--- src/design/aic_pkg.sv ---
// Shared types and constants for the audio input conditioner.
// Holds request payload structs, sequencer state enum and fixed constants.
// No dependencies.
package aic_pkg;

    localparam logic [15:0] DISCARD_RESET = 16'd8000;
    localparam logic [15:0] POT_RESET     = 16'd16;
    localparam logic [10:0] GAIN_FLOOR    = 11'd128;
    localparam logic [16:0] POT_POLE      = 17'd4095;
    localparam logic [16:0] PEAK_POLE     = 17'd32767;
    localparam logic [16:0] CENTER        = 17'd32768;
    localparam logic [15:0] MONITOR_MID   = 16'd32767;
    localparam logic [11:0] DEMOD_MID     = 12'd2048;
    localparam logic [15:0] PEAK_MAX      = 16'd32768;

    typedef struct packed {
        logic [15:0] pot_level;
        logic [15:0] signal_level;
    } t_in;

    typedef struct packed {
        logic [15:0] monitor_level;
        logic [11:0] demod_sample;
        logic [15:0] peak_level;
    } t_out;

    typedef enum logic [3:0] {
        S_IDLE,
        S_POT,
        S_SPOT,
        S_GAIN,
        S_DIFF,
        S_SCALE,
        S_SAT,
        S_PEAK,
        S_OUT
    } t_state;

endpackage

--- src/design/audio_input_conditioner_unit.sv ---
// Audio input conditioner: pot smoothing, squared gain, DC blocker, peak follower.
// One shared signed multiplier is stepped by a small sequencer.
// Depends on aic_pkg.
//
//  channel  | direction | handshake                 | payload
//  ---------+-----------+---------------------------+------------
//  in       | into      | i_in_valid / o_in_stall   | i_in_data  (t_in)
//  out      | out of    | o_out_valid / i_out_stall | o_out_data (t_out)
//  cfg      | into      | i_cfg_we                  | i_cfg_data (discard count)
//
// A processed request reaches the output register after the four passes through the
// single multiplier plus the adds between them; the next request can be accepted once
// the sequencer is back in idle. A discarded request leaves the sequencer idle, ready
// for the next request. Reset is synchronous, active low, and loads the discard count
// with 8000. The output register lets a new request be accepted while a result is still
// stalled; a second result waits in the last step until the output register frees up.
module audio_input_conditioner_unit
    import aic_pkg::*;
(
    input  logic        i_clk,
    input  logic        i_rst_n,
    input  logic        i_in_valid,
    output logic        o_in_stall,
    input  t_in         i_in_data,
    output logic        o_out_valid,
    input  logic        i_out_stall,
    output t_out        o_out_data,
    input  logic        i_cfg_we,
    input  logic [15:0] i_cfg_data
);

    t_state r_state, n_state;

    logic [15:0]        r_discard_left;
    logic [15:0]        r_pot;
    logic signed [16:0] r_x;
    logic [15:0]        r_spot;
    logic signed [31:0] r_acc;
    logic [10:0]        r_gain;
    logic signed [17:0] r_d;
    logic signed [15:0] r_s;
    logic [15:0]        r_peak;
    logic signed [35:0] r_prod;
    logic               r_out_valid;
    t_out               r_out;

    logic signed [18:0] mul_a;
    logic signed [16:0] mul_b;
    logic signed [35:0] mul_p;
    logic               accept;
    logic               out_free;
    logic [28:0]        pot_sum;
    logic signed [27:0] scaled;
    logic signed [15:0] sat_s;
    logic [15:0]        rect;
    logic [31:0]        peak_sum;
    logic [15:0]        peak_new;

    assign accept   = i_in_valid && !o_in_stall;
    assign out_free = !r_out_valid || !i_out_stall;

    // next state
    always_comb begin
        n_state = r_state;
        case (r_state)
            S_IDLE:  if (accept && r_discard_left == 16'd0) n_state = S_POT;
            S_POT:   n_state = S_SPOT;
            S_SPOT:  n_state = S_GAIN;
            S_GAIN:  n_state = S_DIFF;
            S_DIFF:  n_state = S_SCALE;
            S_SCALE: n_state = S_SAT;
            S_SAT:   n_state = S_PEAK;
            S_PEAK:  n_state = S_OUT;
            S_OUT:   if (out_free) n_state = S_IDLE;
            default: n_state = S_IDLE;
        endcase
    end

    // outputs: stall and multiplier operand select
    always_comb begin
        o_in_stall = (r_state != S_IDLE);
        mul_a      = '0;
        mul_b      = '0;
        case (r_state)
            S_POT: begin
                mul_a = {3'b000, r_spot};
                mul_b = POT_POLE;
            end
            S_GAIN: begin
                mul_a = {4'b0000, r_spot[15:1]};
                mul_b = {1'b0, r_spot};
            end
            S_SCALE: begin
                mul_a = {r_d[17], r_d};
                mul_b = {6'b000000, r_gain};
            end
            // peak product held while the result waits for the output register
            S_PEAK, S_OUT: begin
                mul_a = {3'b000, r_peak};
                mul_b = PEAK_POLE;
            end
            default: begin
                mul_a = '0;
                mul_b = '0;
            end
        endcase
    end

    assign mul_p   = mul_a * mul_b;
    assign pot_sum = r_prod[28:0] + {13'd0, r_pot};
    assign scaled  = r_prod[35:8];

    always_comb begin
        if (scaled > 28'sd32767)
            sat_s = 16'sh7fff;
        else if (scaled < -28'sd32768)
            sat_s = 16'sh8000;
        else
            sat_s = scaled[15:0];
    end

    // |-32768| wraps to 0x8000, which reads as 32768 unsigned
    assign rect     = r_s[15] ? 16'(-r_s) : 16'(r_s);
    assign peak_sum = {16'd0, rect} + r_prod[31:0];
    assign peak_new = (rect > r_peak) ? rect : peak_sum[30:15];

    always_ff @(posedge i_clk) begin
        if (!i_rst_n) begin
            r_state        <= S_IDLE;
            r_discard_left <= DISCARD_RESET;
            r_spot         <= POT_RESET;
            r_acc          <= '0;
            r_peak         <= '0;
            r_out_valid    <= 1'b0;
        end else begin
            r_state <= n_state;
            if (r_state == S_OUT && out_free)
                r_out_valid <= 1'b1;
            else if (o_out_valid && !i_out_stall)
                r_out_valid <= 1'b0;
            if (i_cfg_we)
                r_discard_left <= i_cfg_data;
            else if (accept && r_discard_left != 16'd0)
                r_discard_left <= r_discard_left - 16'd1;
            case (r_state)
                S_SPOT: begin
                    r_spot <= pot_sum[27:12];
                    r_acc  <= r_acc + 32'(r_x) - (r_acc >>> 15);
                end
                S_OUT: begin
                    if (out_free)
                        r_peak <= peak_new;
                end
                default: begin
                end
            endcase
        end
    end

    // datapath registers, no reset needed
    always_ff @(posedge i_clk) begin
        r_prod <= mul_p;
        if (accept) begin
            r_pot <= i_in_data.pot_level;
            r_x   <= CENTER - {1'b0, i_in_data.signal_level};
        end
        case (r_state)
            S_DIFF: begin
                r_gain <= {1'b0, r_prod[30:21]} + GAIN_FLOOR;
                r_d    <= {r_x[16], r_x} - {r_acc[31], r_acc[31:15]};
            end
            S_SAT: r_s <= sat_s;
            S_OUT: begin
                if (out_free) begin
                    r_out.monitor_level <= MONITOR_MID - r_s;
                    r_out.demod_sample  <= DEMOD_MID + r_s[15:4];
                    r_out.peak_level    <= peak_new;
                end
            end
            default: begin
            end
        endcase
    end

    assign o_out_valid = r_out_valid;
    assign o_out_data  = r_out;

    a_stall_only_busy: assert property (@(posedge i_clk) disable iff (!i_rst_n)
        (r_state != S_IDLE) |-> o_in_stall)
        else $error("request accepted while sequencer busy");

    a_peak_bound: assert property (@(posedge i_clk) disable iff (!i_rst_n)
        r_peak <= PEAK_MAX)
        else $error("peak follower out of range");

    a_result_issued: assert property (@(posedge i_clk) disable iff (!i_rst_n)
        (r_state == S_OUT && out_free) |=> (o_out_valid && r_state == S_IDLE))
        else $error("finished result not presented");

    a_gain_range: assert property (@(posedge i_clk) disable iff (!i_rst_n)
        (r_state == S_SCALE) |-> (r_gain >= GAIN_FLOOR && r_gain <= 11'd1151))
        else $error("gain out of range");

endmodule
--- config.mk ---
export PLATFORM = sky130hd
export DESIGN_NAME = audio_input_conditioner_unit
export DESIGN_NICKNAME = d
export VERILOG_FILES = /design/src/design/aic_pkg.sv /design/src/design/audio_input_conditioner_unit.sv
export SDC_FILE = /design/constraint.sdc
export NUM_CORES = 1
export LEC_CHECK = 0
export ABC_AREA = 1
export BUFFER_PORTS_ARGS = -buffer_cell sky130_fd_sc_hd__buf_2
export CAP_MARGIN = 30
export CORE_UTILIZATION = 31
export DETAILED_ROUTE_END_ITERATION = 16
export HOLD_SLACK_MARGIN = 0.1
export PLACE_DENSITY = 0.56
export SLEW_MARGIN = 25
export SYNTH_ARGS = -nofsm -noshare
export SYNTH_HDL_FRONTEND = slang
export SYNTH_SLANG_ARGS = --single-unit
--- constraint.sdc ---
create_clock -name i_clk -period 8.9 [get_ports i_clk]
set_clock_uncertainty 0.05 [all_clocks]
set_input_delay 0.89 -clock i_clk [delete_from_list [all_inputs] [get_ports i_clk]]
set_output_delay 0.89 -clock i_clk [all_outputs]
set_load 0.005 [all_outputs]
==> flow_summary.yaml <==
yosys:
  synth_top_family_by_area: "adder cells"
  synth_xor_area_share_pct: 3.144
  avgSynthCellArea_um2: 7.645
  async_flop_share_pct: 0
  synth-seq-cells: 243
  syn_inst: 3608
  synth_edf_count: 122
  synth_compound_area_share_pct: 8.365
  synthesis.area_um2: 27580
  synth-seq-area-share_pct: 22.06
  synthFlopType: "edfxtp_1"
  synthSimpleGateAreaFrac_pct: 20.97
  synth_mux_area_share_pct: 0
  synthAdderAreaFrac_pct: 32.50
  yosysUniqueCellTypes: 53
  yosysWarningCount: 0
global_route:
  grt_pass1_wl_um: 132500
  grt_pass1_vias: 22558
  grtUsageTotal_pct: 19.02
  grt_max_degree: 60
  grt_overflow: 0
  antenna_found_initial: 0
finish:
  drive_gt1_share_pct: 6.136
  antenna_cells: 0
  syn_to_final_growth_pct: 10.49
  final_nets: 4282
  fillers: 9423
  instances_no_fill: 4897
pwr:
  leakagePower_nw: 14.99
  worst_ir_drop_vdd_mv: 0.1445
  powerDensity_nw_per_um2: 142.7
timing:
  final.min_clock_period_ps: 7910
  rsz0062_at_grt: "false"
  fmax_ghz: 0.1264
  tns_ps: 0
  hold_violations: 0
  maxSlewViolCount: 0
  worst_slew_pin_slew_ps: 947.8
  final-setup-viol-count: 0
  maxSlewHeadroom_pct: 36.75
  final_min_period_over_clock_period_pct: 88.88
cts:
  cts_sinks: 243
  clockBufferDepth: 3
  cts_setup_buffers: 0
  cts_made_buffers: 28
  insertion_delay_ps: 610
  htree_num_levels: 1
  cts.clk_slew.worst_paths_ps: 70
  tritoncts: "yes"
  postCtsHoldBufs: 0
  cts_root_buf: "clkbuf_16"
  postCtsResizedCells: 0
critical_path:
  crit_top_cell: "fa_1"
  cp.arrival_ps: 8350
  r2r_cells: 26
  slowest_delay_ps: 610
  start_kind: "flip-flop"
  path_depth: 26
  slowest_stage: "fa_1"
  cp-startpoint: "r_state[0]$_SDFFE_PN0P_"
  cp_data_required_time_ps: 9340
  r2r_start: "r_state[0]$_SDFFE_PN0P_"
  crit_path_end_kind: "flip-flop"
  path_delay_family: "adder cells"
  crit_buf_inv: 7
  worstPathMaxFanout: 12
  worstSetupPathType: "flip-flop to flip-flop"
routing:
  dr_wl_met2_um: 39060
  vias: 22913
  initialDrtViolationCount: 1743
  dr_wl_met3_um: 5160
  totalWireLength_um: 84530
  detail-route-antenna-nets: 0
  wl_per_cell_um: 17.26
  wl_met1_um: 38020
  dr.pass1.iters: 6
  vias_per_cell: 4.679
  highest_layer: "met4"
  drc: 0
die:
  die_w_um: 300.3
  die-height_um: 300.3
  std_cell_rows: 109
  core_um2: 88240
  io_pins: 99
  die-area_um2: 90170
  start_util_pct: 31.26
placed_design:
  place_congestion: 0.9580
  portBuffers: 98
  hpwl_um: 70560
  dpl.cell_count: 4842
worst_hold_path:
  holdCritPathClass: "input port to flip-flop"
  min_from: "i_in_data[16]"
  hold_depth: 1
run_status:
  status: "completed"
run:
  maxCapViolations: 0
-- logic make-up after synthesis --
family / after synthesis
buf+inv: 929
fa+ha+maj: 519
flops: 243
other cells: 2
xor+xnor: 99
simple gates: 1395
compound gates: 421
-- registers in the layout, indices dropped and copies added (netlist names), 4 cells and up --
signal	cells
r_spot	16
r_pot	16
o_out_data	44
r_x	17
r_state	4
r_discard_left	16
r_peak	16
r_prod	36
r_d	18
r_s	16
r_acc	32
r_gain	11
-- cell type report --
| class | count | area (µm²) | share of cell area (%) |
|---|---|---|---|
| Timing Repair Buffer | 119 | 671.9 | 2.205 |
| Clock inverter | 20 | 270.3 | 0.8868 |
| Tap cell | 1165 | 1458 | 4.783 |
| Clock buffer | 32 | 735.7 | 2.414 |
| Sequential cell | 243 | 6086 | 19.97 |
| Multi-Input combinational cell | 2451 | 18000 | 59.06 |
| Inverter | 867 | 3254 | 10.68 |
-- cells in the mapped netlist, drive strengths merged, types with 2 or more instances --
cell type | count | area share (%)
buf | 40 | 0.83
o22ai | 2 | 0.045
o21bai | 9 | 0.24
a311oi | 3 | 0.095
nand3b | 10 | 0.27
a21o | 11 | 0.30
and2 | 2 | 0.045
nor2 | 340 | 4.9
inv | 866 | 12
a21oi | 234 | 4.2
nand3 | 165 | 3.1
dfxtp | 121 | 8.8
a31oi | 6 | 0.14
o21a | 11 | 0.30
clkbuf | 22 | 0.30
o221ai | 5 | 0.16
o21ai | 120 | 2.2
xor2 | 75 | 2.4
or2 | 5 | 0.11
nor3 | 43 | 0.92
ha | 190 | 8.6
o211ai | 11 | 0.30
nor4 | 6 | 0.14
edfxtp | 122 | 13
nand4 | 22 | 0.50
fa | 329 | 24
a211oi | 2 | 0.054
conb | 2 | 0.027
a221oi | 2 | 0.13
nand2 | 800 | 11
xnor2 | 24 | 0.76
a21boi | 2 | 0.054
-- layer usage --
metal	vias up	track usage [%]
li1	11249	-
met1	10883	26.58
met2	682	31.20
met3	99	2.110
met4	0	4.823
met5	-	0
-- worst register-to-register path: cells and delay by family (launching register included) --
kind | cells | cell delay, ps
adders and majority gates | 7 | 3550
xor gates and xnor gates | 1 | 220
and+or+nand+nor | 8 | 1460
AOI/OAI and AO/OA | 3 | 1210
DFF | 1 | 470
buffers and inverters | 7 | 860
-- metrics by stage --
| step | setup WS [ps] | hold slack (ps) | utilization (%) | power (mW) | cell area, µm² |
|---|---|---|---|---|---|
| floorplan | 2541 | 376.4 | - | 2.606 | 27640 |
| global placement | 955.4 | 390.9 | 33.35 | 3.081 | 29420 |
| detailed placement | 974.3 | 400.4 | 33.35 | 3.090 | 29420 |
| CTS | 933.8 | 384.6 | 34.49 | 4.365 | 30430 |
| global route | 618.9 | 386.0 | 34.54 | 4.677 | 30480 |
| finish | 989.6 | 409.9 | 34.54 | 4.347 | 30480 |
-- worst paths after layout --
path                                    to  slack [ps]
hold reg to reg   o_out_data[17]$_DFFE_PP_         420
setup / recovery        r_prod[26]$_DFF_P_         990
hold / removal          r_pot[0]$_DFFE_PP_         410
setup reg to reg        r_prod[26]$_DFF_P_         990
-- placed cells by master (no fill, tap or decap), types with 9 or more instances in the layout --
master	synthesis	final
a21o_1	11	11
a21oi_1	234	234
buf_2	24	98
buf_4	11	18
clkbuf_16	0	28
conb_1	2	17
dfxtp_1	121	121
edfxtp_1	122	122
fa_1	329	329
ha_1	190	190
inv_1	843	842
inv_2	23	24
nand2_1	795	795
nand3_1	161	161
nand3b_1	10	10
nand4_1	22	22
nor2_1	327	326
nor3_1	38	37
o211ai_1	11	11
o21a_1	11	11
o21ai_0	118	118
o21bai_1	9	9
xnor2_1	24	24
xor2_1	75	75
-- where the power goes --
part	internal [mW]	switching, mW	leakage (nW)
Clock	0.725	0.537	0.481
Sequential	1.28	0.0731	2.10
Combinational	0.577	1.15	12.4
Total	2.58	1.76	15.0
(Power assumes the default switching activity.)
